[src/hw/rtl/efwa_pkg.sv]
package efwa_pkg;

    localparam int DEF_MAX_WORKERS = 16;
    localparam int DEF_TIME_BITS   = 48;

    // fixed field widths
    localparam int DUR_W     = 32;
    localparam int CFG_W     = 5;
    localparam int IDX_OUT_W = 4;
    localparam int START_W   = 48;

    // microprogram step counter
    typedef logic [1:0] t_step;

    localparam t_step STEP_WAIT   = 2'd0;
    localparam t_step STEP_FIRST  = 2'd1;
    localparam t_step STEP_SCAN   = 2'd2;
    localparam t_step STEP_UPDATE = 2'd3;

    // datapath operation selected by the control word
    typedef enum logic [1:0] {
        OP_LOAD,
        OP_FIRST,
        OP_SCAN,
        OP_UPDATE
    } t_op;

    // jump condition
    typedef enum logic [1:0] {
        COND_NONE,
        COND_NO_START,
        COND_MORE,
        COND_ALWAYS
    } t_cond;

    typedef struct packed {
        logic  busy;
        t_op   op;
        t_cond cond;
        t_step target;
    } t_uword;

    // status fed back from the datapath to the sequencer
    typedef struct packed {
        logic start;
        logic more;
    } t_status;

    // control store
    function automatic t_uword ucode(input t_step s);
        t_uword w;
        unique case (s)
            STEP_WAIT:   w = '{busy: 1'b0, op: OP_LOAD,   cond: COND_NO_START, target: STEP_WAIT};
            STEP_FIRST:  w = '{busy: 1'b1, op: OP_FIRST,  cond: COND_NONE,     target: STEP_WAIT};
            STEP_SCAN:   w = '{busy: 1'b1, op: OP_SCAN,   cond: COND_MORE,     target: STEP_SCAN};
            STEP_UPDATE: w = '{busy: 1'b1, op: OP_UPDATE, cond: COND_ALWAYS,   target: STEP_WAIT};
            default:     w = '{busy: 1'b0, op: OP_LOAD,   cond: COND_NONE,     target: STEP_WAIT};
        endcase
        return w;
    endfunction

endpackage

[src/hw/rtl/efwa_ram.sv]
module efwa_ram import efwa_pkg::*; #(
    parameter int WIDTH = DEF_TIME_BITS,
    parameter int DEPTH = DEF_MAX_WORKERS,
    localparam int AW   = (DEPTH > 1) ? $clog2(DEPTH) : 1
) (
    input  logic             i_clk,
    input  logic             i_we,
    input  logic [AW-1:0]    i_waddr,
    input  logic [WIDTH-1:0] i_wdata,
    input  logic             i_re,
    input  logic [AW-1:0]    i_raddr,
    output logic [WIDTH-1:0] o_rdata
);

    logic [WIDTH-1:0] r_mem [DEPTH];
    logic [WIDTH-1:0] r_rdata;

    always_ff @(posedge i_clk) begin
        if (i_we) begin
            r_mem[i_waddr] <= i_wdata;
        end
        if (i_re) begin
            r_rdata <= r_mem[i_raddr];
        end
    end

    assign o_rdata = r_rdata;

endmodule

[src/hw/rtl/efwa_seq.sv]
module efwa_seq import efwa_pkg::*; (
    input  logic    i_clk,
    input  logic    i_rst_n,
    input  t_status i_status,
    output t_uword  o_ctrl
);

    t_step  r_step;
    t_step  n_step;
    t_uword w_word;
    logic   w_jump;

    assign w_word = ucode(r_step);

    always_comb begin
        unique case (w_word.cond)
            COND_NONE:     w_jump = 1'b0;
            COND_NO_START: w_jump = !i_status.start;
            COND_MORE:     w_jump = i_status.more;
            COND_ALWAYS:   w_jump = 1'b1;
            default:       w_jump = 1'b0;
        endcase
        n_step = w_jump ? w_word.target : t_step'(r_step + 2'd1);
    end

    always_ff @(posedge i_clk) begin
        if (!i_rst_n) begin
            r_step <= STEP_WAIT;
        end else begin
            r_step <= n_step;
        end
    end

    assign o_ctrl = w_word;

`ifndef SYNTH
    a_wait_holds: assert property (@(posedge i_clk) disable iff (!i_rst_n)
        (r_step == STEP_WAIT && !i_status.start) |=> r_step == STEP_WAIT)
        else $error("sequencer left wait without a start");
    a_update_returns: assert property (@(posedge i_clk) disable iff (!i_rst_n)
        r_step == STEP_UPDATE |=> r_step == STEP_WAIT)
        else $error("update step not followed by wait");
    a_first_to_scan: assert property (@(posedge i_clk) disable iff (!i_rst_n)
        r_step == STEP_FIRST |=> r_step == STEP_SCAN)
        else $error("first read not followed by scan");
`endif

endmodule

[src/hw/rtl/earliest_free_worker_assign.sv]
// Earliest-free-worker job assignment. Each job transfer (i_start high while o_busy is low)
// carries a duration; the block scans the free times of the active workers, picks the one
// that is free earliest (lower index wins a tie), reports that worker and its start time,
// and advances the worker's free time by the duration, clipping at the all-ones value and
// flagging the clip. The scan covers the effective active worker count (1 to MAX_WORKERS):
// after the job is taken, the workers are read in order through the free-time table's single
// read port and compared, the winner's free time is written back, and the result appears
// on the cycle after that, strobed by o_valid for exactly one cycle.
// The receiver cannot stall; o_busy drops in the cycle the result is shown, so the next job
// may be transferred then. Free times read as zero after reset with no clearing pass.
// active_workers is written through i_cfg_we; the user must write it only while idle, as the
// block does not enforce it. Zero counts as one and values above MAX_WORKERS are clipped.
module earliest_free_worker_assign import efwa_pkg::*; #(
    parameter int MAX_WORKERS = DEF_MAX_WORKERS,
    parameter int TIME_BITS   = DEF_TIME_BITS
) (
    input  logic                 i_clk,
    input  logic                 i_rst_n,
    // job command
    input  logic                 i_start,
    input  logic [DUR_W-1:0]     i_duration,
    output logic                 o_busy,
    // result
    output logic                 o_valid,
    output logic [IDX_OUT_W-1:0] o_worker_index,
    output logic [START_W-1:0]   o_start_time,
    output logic                 o_time_saturated,
    // configuration
    input  logic                 i_cfg_we,
    input  logic [CFG_W-1:0]     i_cfg_wdata
);

    localparam int IDX_W = (MAX_WORKERS > 1) ? $clog2(MAX_WORKERS) : 1;
    localparam int CNT_W = $clog2(MAX_WORKERS + 1);
    localparam int CMP_W = (CNT_W > CFG_W) ? CNT_W : CFG_W;

    // sequencer
    t_uword  w_ctrl;
    t_status w_status;

    // configuration and control state
    logic [CFG_W-1:0]       r_active;
    logic [MAX_WORKERS-1:0] r_valid;     // entry written since reset
    logic                   r_first;     // next compare is the first of the scan
    logic                   r_out_valid;

    // datapath registers
    logic [DUR_W-1:0]       r_dur;
    logic [CNT_W-1:0]       r_ptr;       // next worker to read
    logic [IDX_W-1:0]       r_cmp_idx;   // worker whose data is on the ram output
    logic                   r_rd_valid;
    logic [IDX_W-1:0]       r_best_idx;
    logic [TIME_BITS-1:0]   r_best_time;
    logic [IDX_OUT_W-1:0]   r_out_idx;
    logic [START_W-1:0]     r_out_start;
    logic                   r_out_sat;

    logic [CMP_W-1:0]       w_eff;
    logic                   w_more;
    logic                   w_rd_en;
    logic [IDX_W-1:0]       w_rd_idx;
    logic [TIME_BITS-1:0]   w_ram_q;
    logic [TIME_BITS-1:0]   w_cur_time;
    logic                   w_take;
    logic [TIME_BITS:0]     w_sum_full;
    logic [TIME_BITS-1:0]   w_sum;
    logic                   w_sat;
    logic                   w_wr_en;

    efwa_seq u_seq (
        .i_clk    (i_clk),
        .i_rst_n  (i_rst_n),
        .i_status (w_status),
        .o_ctrl   (w_ctrl)
    );

    efwa_ram #(
        .WIDTH (TIME_BITS),
        .DEPTH (MAX_WORKERS)
    ) u_free_time (
        .i_clk   (i_clk),
        .i_we    (w_wr_en),
        .i_waddr (r_best_idx),
        .i_wdata (w_sum),
        .i_re    (w_rd_en),
        .i_raddr (w_rd_idx),
        .o_rdata (w_ram_q)
    );

    // effective worker count: zero means one, clipped at the table depth
    always_comb begin
        priority if (r_active == '0) begin
            w_eff = CMP_W'(1);
        end else if (CMP_W'(r_active) > CMP_W'(MAX_WORKERS)) begin
            w_eff = CMP_W'(MAX_WORKERS);
        end else begin
            w_eff = CMP_W'(r_active);
        end
    end

    assign w_more          = CMP_W'(r_ptr) < w_eff;
    assign w_status.start  = i_start;
    assign w_status.more   = w_more;

    // reads go to the workers in order, in the first step and in scan steps while more remain
    assign w_rd_idx = r_ptr[IDX_W-1:0];
    assign w_rd_en  = (w_ctrl.op == OP_FIRST) || (w_ctrl.op == OP_SCAN && w_more);

    // entries never written since reset read as zero
    assign w_cur_time = r_rd_valid ? w_ram_q : '0;
    // strictly smaller replaces the best so far, keeping the lower index on a tie
    assign w_take     = r_first || (w_cur_time < r_best_time);

    // free time update with saturation at the all-ones value
    assign w_sum_full = (TIME_BITS + 1)'(r_best_time) + (TIME_BITS + 1)'(r_dur);
    assign w_sat      = w_sum_full[TIME_BITS];
    assign w_sum      = w_sat ? '1 : w_sum_full[TIME_BITS-1:0];
    assign w_wr_en    = (w_ctrl.op == OP_UPDATE);

    // control state
    always_ff @(posedge i_clk) begin
        if (!i_rst_n) begin
            r_active    <= CFG_W'(1);
            r_valid     <= '0;
            r_first     <= 1'b0;
            r_out_valid <= 1'b0;
        end else begin
            if (i_cfg_we) begin
                r_active <= i_cfg_wdata;
            end
            r_out_valid <= w_wr_en;
            if (w_wr_en) begin
                r_valid[r_best_idx] <= 1'b1;
            end
            unique case (w_ctrl.op)
                OP_FIRST:  r_first <= 1'b1;
                OP_SCAN:   r_first <= 1'b0;
                OP_LOAD,
                OP_UPDATE: r_first <= r_first;
                default:   r_first <= r_first;
            endcase
        end
    end

    // payload
    always_ff @(posedge i_clk) begin
        if (w_rd_en) begin
            r_rd_valid <= r_valid[w_rd_idx];
            r_cmp_idx  <= w_rd_idx;
            r_ptr      <= r_ptr + CNT_W'(1);
        end
        unique case (w_ctrl.op)
            OP_LOAD: begin
                if (i_start) begin
                    r_dur <= i_duration;
                    r_ptr <= '0;
                end
            end
            OP_SCAN: begin
                if (w_take) begin
                    r_best_time <= w_cur_time;
                    r_best_idx  <= r_cmp_idx;
                end
            end
            OP_UPDATE: begin
                r_out_idx   <= IDX_OUT_W'(r_best_idx);
                r_out_start <= START_W'(r_best_time);
                r_out_sat   <= w_sat;
            end
            OP_FIRST: begin
            end
            default: begin
            end
        endcase
    end

    assign o_busy           = w_ctrl.busy;
    assign o_valid          = r_out_valid;
    assign o_worker_index   = r_out_idx;
    assign o_start_time     = r_out_start;
    assign o_time_saturated = r_out_sat;

`ifndef SYNTH
    a_strobe_after_update: assert property (@(posedge i_clk) disable iff (!i_rst_n)
        o_valid |-> $past(w_ctrl.op == OP_UPDATE))
        else $error("result strobe without an update step");
    a_start_goes_busy: assert property (@(posedge i_clk) disable iff (!i_rst_n)
        (i_start && !o_busy) |=> o_busy)
        else $error("job transfer did not start the sequencer");
    a_best_in_range: assert property (@(posedge i_clk) disable iff (!i_rst_n)
        (w_ctrl.op == OP_UPDATE) |-> (CMP_W'(r_best_idx) < w_eff))
        else $error("chosen worker outside the active set");
    a_no_strobe_while_scanning: assert property (@(posedge i_clk) disable iff (!i_rst_n)
        (w_ctrl.op == OP_SCAN) |-> !o_valid)
        else $error("result strobe during a scan");
`endif

endmodule

[config.mk]
export PLATFORM = sky130hd
export DESIGN_NAME = earliest_free_worker_assign
export DESIGN_NICKNAME = d
export VERILOG_FILES = /design/src/hw/rtl/efwa_pkg.sv /design/src/hw/rtl/efwa_ram.sv /design/src/hw/rtl/efwa_seq.sv /design/src/hw/rtl/earliest_free_worker_assign.sv
export SDC_FILE = /design/constraint.sdc
export NUM_CORES = 1
export LEC_CHECK = 0
export ABC_CLOCK_PERIOD_IN_PS = 7600
export BUFFER_PORTS_ARGS = -buffer_cell sky130_fd_sc_hd__buf_2
export CORE_MARGIN = 2
export CORE_UTILIZATION = 24
export CTS_CLUSTER_DIAMETER = 30
export DETAILED_ROUTE_END_ITERATION = 8
export GPL_TIMING_DRIVEN = 0
export PLACE_DENSITY_LB_ADDON = 0.2
export SLEW_MARGIN = 30
export SYNTH_ARGS = -nofsm -noshare
export SYNTH_HDL_FRONTEND = slang
export SYNTH_HIERARCHICAL = 1
export SYNTH_SLANG_ARGS = --single-unit
[constraint.sdc]
create_clock -name i_clk -period 7.6 [get_ports i_clk]
set_input_delay 1.14 -clock i_clk [delete_from_list [all_inputs] [get_ports i_clk]]
set_output_delay 1.14 -clock i_clk [all_outputs]
set_load 0.02 [all_outputs]
==> reports/qor.csv, run 1 <==
metric,value,unit
worstSkewPairLatency,810,ps
cts_num_sinks,988,
min_from,r_cmp_idx[3]$_DFFE_PN_,
grt_setup_unrepaired,no,
cp_slowest_cell,o211a_4,
tns,0,ps
drive_gt1_share,31.8,%
cts_tree,yes,
swShare,29.9,%
routabilityCongestion,0.746,
endpoint_kind,register,
die_y,411,um
fin_crit_sh,68.9,%
wl_met1,49500,um
chipWidth,411,um
grt_max_degree,39,
clkTransAtPathRegs,50,ps
worstSetupPathType,reg -> reg,
min_to,r_best_idx[3]$_DFFE_PP_,
syn_inst,2099,
syn_area_per_cell,19.0,um2
fin_nets,2637,
p_seq_share,35.3,%
postCtsResizedCells,0,
post-route-drc-count,0,
syn_area,39800,um2
rrSetupSlack,2370,ps
first_pass_iters,5,
place_area,44700,um2
h-tree-depth,4,
p_per_area,448,nW/um2
num_vias,21457,
io_pins,96,
required,8060,ps
totalPowerFinal,0.0236,W
grt_antenna_before_repair,6,
port_buffers,94,
clock_path_buffers,3,
power_frac_comb,22.1,%
cp.arrival,5690,ps
wl_met3,6700,um
drt-vias-per-instance,4.39,
reg2reg_from,r_rd_valid$_DFFE_PN_,
reg2reg_depth,14,
reg2reg_to,r_best_idx[1]$_DFFE_PP_,
final_util,32.0,%
crit_path_start_kind,register,
grt_pass1_vias,22701,
setup_slack,2370,ps
hold_buffers,0,
overflow,0,
hold_viol,0,
ir_worst_vdd,238,uV
syn2layout_area_growth,32.5,%
highest_layer,met5,
worstPathMaxFanout,30,
dpl.hpwl,76800,um
worst_pin_slew,1060,ps
grt_pass1_wl,161000,um
final_area,52700,um2
drt_iter0_markers,1599,
switching_power,0.00707,W
crit_buf_inv,4,
relSlewSlack,29.0,%
intPower,0.0165,W
fp.coreArea,165000,um2
wl_met2,54500,um
place_ws,2330,ps
clkPwrFrac,42.6,%
setup-violations-final,0,
dieArea,169000,um2
syn-num-nets,2235,
max_stage_delay,640,ps
period_needed,5230,ps
whs_path_depth,0,
fmax,191,MHz
detail_route.wl_per_cell,23.2,um
cts_root_buf,clkbuf_16,
grt.total_usage,13.4,%
rows,149,
start_util,24.1,%
leakage,17.9,nW
antenna_left,0,
status,"complete, no violations",
drv_slew,0,
drt_wl_total,113000,um
ys_warn_count,6,
fin_worst_skew,55.1,ps
min_path_type,reg -> reg,
post_cts_buffers,0,
max_cap_viol_count,0,
cp_top_family,compound AO/OA/AOI/OAI gates,
numCtsBuffers,223,
crit_chain,"clkbuf_2, clkbuf_2, buf_16, and2_1, ha_1, a21o_1, a21o_1, a21oi_1, nor2_1, a211oi_1, o211ai_1, a31oi_1, o211a_4, buf_12",
## sequential cells by signal, summed over array words and instances, names as in the netlist, 2 cells and up
| register | flops |
|---|---|
| o_start_time | 48 |
| o_worker_index | 4 |
| r_active | 5 |
| r_best_idx | 4 |
| r_best_time | 48 |
| r_cmp_idx | 4 |
| r_dur | 32 |
| r_ptr | 5 |
| r_valid | 16 |
| u_free_time/o_rdata | 48 |
| u_free_time/r_mem | 768 |
| u_seq/r_step | 2 |
## worst register-to-register path, stage by stage (launching register included)
cell,delay (ps)
edfxtp_1,580
clkbuf_2,560
clkbuf_2,460
buf_16,210
and2_1,170
ha_1,250
a21o_1,180
a21o_1,170
a21oi_1,160
nor2_1,50
a211oi_1,250
o211ai_1,310
a31oi_1,640
o211a_4,650
buf_12,280
## layout by cell type, fill, tap and decap left out, types with 17 or more instances in the layout
| master | count |
|---|---|
| ha_1 | 93 |
| dfxtp_1 | 30 |
| inv_1 | 67 |
| edfxtp_1 | 958 |
| nor2_1 | 31 |
| clkinv_1 | 22 |
| o21ai_0 | 21 |
| clkbuf_16 | 223 |
| bufinv_16 | 45 |
| buf_2 | 104 |
| a22oi_1 | 97 |
| mux4_2 | 197 |
| nand2_1 | 119 |
| clkbuf_1 | 51 |
| clkinv_2 | 40 |
| and2_1 | 58 |
| a21oi_1 | 53 |
| buf_16 | 41 |
| o21a_1 | 17 |
| a21o_1 | 31 |
| clkinvlp_4 | 29 |
| nand4_1 | 17 |
| clkinv_4 | 18 |
| buf_4 | 59 |
## through the flow
stage / cells / hold WS, ps
final: 4887 / 398
after global routing: 4886 / 411
after CTS: 4886 / 387
after detailed placement: 4465 / 407
after global placement: 4382 / 402
after floorplan: 2099 / 400
## cell type report
type / count / area (um2)
fillers: 15911 / 112000
flip-flops and latches: 988 / 29400
multi-input cells: 952 / 9920
clock buffers: 243 / 5670
well taps: 2189 / 2740
clock inverters: 178 / 2360
repair buffers: 177 / 1950
plain buffers: 91 / 468
inverters: 68 / 260
diodes: 1 / 2.50
## power groups by stage
| stage | logic, W | registers [W] | clock network, W |
|---|---|---|---|
| 2_1_floorplan | 0.00324 | 0.00826 | 0 |
| 3_3_place_gp | 0.00490 | 0.00846 | 0 |
| 3_5_place_dp | 0.00523 | 0.00844 | 0 |
| 4_1_cts | 0.00527 | 0.00835 | 0.0102 |
| 5_1_grt | 0.00573 | 0.00839 | 0.0105 |
| 6_report | 0.00521 | 0.00833 | 0.0101 |
## per-layer routing
metal,GRT usage (%),up-vias
met4,4.35,2
met1,17.5,11195
li1,-,9439
met3,3.12,168
met2,21.7,653
met5,0,-
## worst max path at each step
stage	slack [ps]	startpoint	depth (start not counted)	endpoint
global route	2110	r_rd_valid$_DFFE_PN_	14	r_best_idx[1]$_DFFE_PP_
global placement	-5420	u_seq/r_step[0]$_SDFF_PP0_	6	u_free_time/r_mem[0][37]$_DFFE_PP_
floorplan	930	u_seq/r_step[0]$_SDFF_PP0_	6	u_free_time/r_mem[0][0]$_DFFE_PP_
CTS	2280	r_rd_valid$_DFFE_PN_	14	r_best_idx[1]$_DFFE_PP_
detailed placement	2330	r_rd_valid$_DFFE_PN_	14	r_best_time[31]$_DFFE_PP_
finish	2370	r_rd_valid$_DFFE_PN_	14	r_best_idx[1]$_DFFE_PP_
No activity file was read; power rests on OpenSTA's default activity.
==> run 2, diff against run 1 <==
ABC_CLOCK_PERIOD_IN_PS = 5150   (was 7600)
clock period = 5.15 ns   (was 7.6 ns; I/O delays follow)
==> run 2 against run 1 <==
Global-route usage rose by 0.26 points. Worst setup slack worse by 2100 ps. Die area stayed put. Count of clock-buffer cells in the layout decreased by 6. Combinational power is 47% higher. Clock power grew 39%. Sequential cell count unchanged. Sequential share of layout area is 0.37 points higher. Register-to-register slack worse by 2100 ps. Critical path depth shrank 3. Non-clock buffer count down 11. Sequential power grew 48%.
==> reports/qor.csv, run 2 (synthesis gave the netlist of run 1 again) <==
metric,value,unit,change
setup-violations-final,0,,unchanged
endpoint_kind,register,,
post_cts_buffers,0,,unchanged
grt.total_usage,13.6,%,+0.26 points
antenna_left,0,,unchanged
io_pins,96,,unchanged
final_common_cell,edfxtp_1,,
rows,149,,unchanged
fin_nets,2619,,-0.68%
numCtsBuffers,216,,-3.1%
p_seq_share,36.2,%,+0.9 points
period_needed,4870,ps,-360 ps
post-route-drc-count,0,,unchanged
p_per_area,650,nW/um2,+45%
chipWidth,411,um,unchanged
final_util,31.8,%,-0.21 points
routabilityCongestion,0.759,,+1.7%
largest_reg_flops,768,,unchanged
grt_antenna_before_repair,2,,-4
final_cell_mix,"edfxtp_1 (958), clkbuf_16 (217), mux4_2 (197), nand2_1 (119), buf_2 (105)",,
worstSkewPairLatency,810,ps,about the same
min_path_type,in -> reg,,
drv_slew,0,,unchanged
power_frac_comb,22.6,%,+0.5 points
fin_crit_sh,94.6,%,+26 points
clkTransAtPathRegs,50,ps,about the same
grt_pass1_wl,164000,um,+1.7%
grt_max_degree,37,,-5.1%
max_cap_viol_count,0,,unchanged
first_pass_iters,7,,+2
cp.arrival,5380,ps,-310 ps
crit_path_start_kind,register,,
fp.coreArea,165000,um2,unchanged
grt_pass1_vias,22884,,+0.81%
num_vias,21516,,+0.27%
fin_worst_skew,37.4,ps,-17.7 ps
tns,0,ps,unchanged
dpl.hpwl,78400,um,+2.0%
fmax,205,MHz,+7.4%
switching_power,0.0103,W,+46%
seq_area,29400,um2,unchanged
swShare,30.3,%,+0.41 points
cts_root_buf,clkbuf_16,,
cts_tree,yes,,
grt_setup_unrepaired,no,,
worstSetupPathType,reg -> reg,,
overflow,0,,unchanged
worstPathMaxFanout,36,,+20%
hold_ws,151,ps,-247 ps
regMostFlops,u_free_time/r_mem,,
h-tree-depth,4,,unchanged
cts_num_sinks,988,,unchanged
die_y,411,um,unchanged
port_buffers,94,,unchanged
start_util,24.1,%,unchanged
dieArea,169000,um2,unchanged
drt_wl_total,115000,um,+1.7%
status,"complete, no violations",,
hold_viol,0,,unchanged
ir_worst_vdd,323,uV,+36%
drive_gt1_share,31.1,%,-0.66 points
leakage,17.7,nW,-1.3%
required,5660,ps,-2400 ps
intPower,0.0237,W,+43%
drt_iter0_markers,1875,,+17%
detail_route.wl_per_cell,23.7,um,+2.3%
clock_path_buffers,3,,unchanged
drt-vias-per-instance,4.43,,+0.81%
multi_input_area,9960,um2,+0.47%
worst_pin_slew,1030,ps,-33.8 ps
relSlewSlack,31.3,%,+2.3 points
clkPwrFrac,41.3,%,-1.3 points
syn2layout_area_growth,31.6,%,
fillers,15992,,+0.51%
-- run 2: cell types whose count changed in the layout (fill, tap and decap cells not counted), moves of 5 or more --
| cell | before | now |
|---|---|---|
| clkbuf_16 | 223 | 217 |
| buf_6 | 3 | 24 |
| buf_4 | 59 | 21 |
| nor3_4 | 0 | 5 |
| bufinv_16 | 45 | 35 |
| nor3_2 | 5 | 0 |
-- run 2: final timing paths --
check | slack (ps) | cells after the start | end | from
worst max-delay path | 280 | 11 | r_best_time[3]$_DFFE_PP_ | r_rd_valid$_DFFE_PN_
worst min-delay path | 150 | 1 | r_dur[11]$_DFFE_PP_ | i_duration[11]
worst max register to register | 280 | 11 | r_best_time[3]$_DFFE_PP_ | r_rd_valid$_DFFE_PN_
worst min register to register | 420 | 0 | r_best_idx[1]$_DFFE_PP_ | r_cmp_idx[1]$_DFFE_PN_
-- run 2: power groups by stage --
stage | registers [W] | logic (W) | clock network, W
after floorplan | 0.0122 | 0.00478 | 0
after global placement | 0.0125 | 0.00721 | 0
after detailed placement | 0.0125 | 0.00769 | 0
after CTS | 0.0123 | 0.00774 | 0.0143
final | 0.0123 | 0.00768 | 0.0140
after global routing | 0.0124 | 0.00848 | 0.0147
-- run 2: repair_timing --
| action | in CTS | in global routing |
|---|---|---|
| endpoints found under the setup margin | 38 | 6 |
| resized for setup | 2 | 1 |
| hold buffers | 0 | 0 |
| endpoints found under the hold margin | 0 | 0 |
-- run 2: per-layer routing --
layer | vias up | GRT usage, % | part of all wire [%]
met5 | - | 0 | 0
met3 | 162 | 2.94 | 5.6
met1 | 11317 | 18.1 | 44
met2 | 654 | 22.2 | 48
li1 | 9383 | - | -
met4 | 0 | 4.16 | 2.1
-- run 2: layout make-up --
class / count / area share [%]
plain buffers: 91 / 0.891
well taps: 2189 / 5.23
inverters: 68 / 0.497
clock inverters: 169 / 3.86
clock buffers: 237 / 10.6
repair buffers: 166 / 3.87
multi-input cells: 952 / 19.0
flip-flops and latches: 988 / 56.1
diodes: 1 / 0.00478
-- run 2: critical path, cell delays in order (launching register included) --
cell       delay, ps
edfxtp_1         540
clkbuf_2         420
clkbuf_2         450
and2_1           280
ha_1             300
nand4_1          150
nor2_1           340
nand2_1          320
nor4_1           640
o2111ai_1        430
o211a_4          380
buf_16           260
-- run 2: stage by stage --
| step | instances | instance area, um2 | setup slack [ps] | total power (W) |
|---|---|---|---|---|
| 4_1_cts | 4860 | 52300 | 112 | 0.0344 |
| 6_report | 4861 | 52400 | 276 | 0.0340 |
| 5_1_grt | 4860 | 52400 | 41.6 | 0.0356 |
| 2_1_floorplan | 2099 | 39800 | -235 | 0.0170 |
| 3_5_place_dp | 4454 | 44800 | -198 | 0.0202 |
| 3_3_place_gp | 4382 | 43100 | -4990 | 0.0197 |
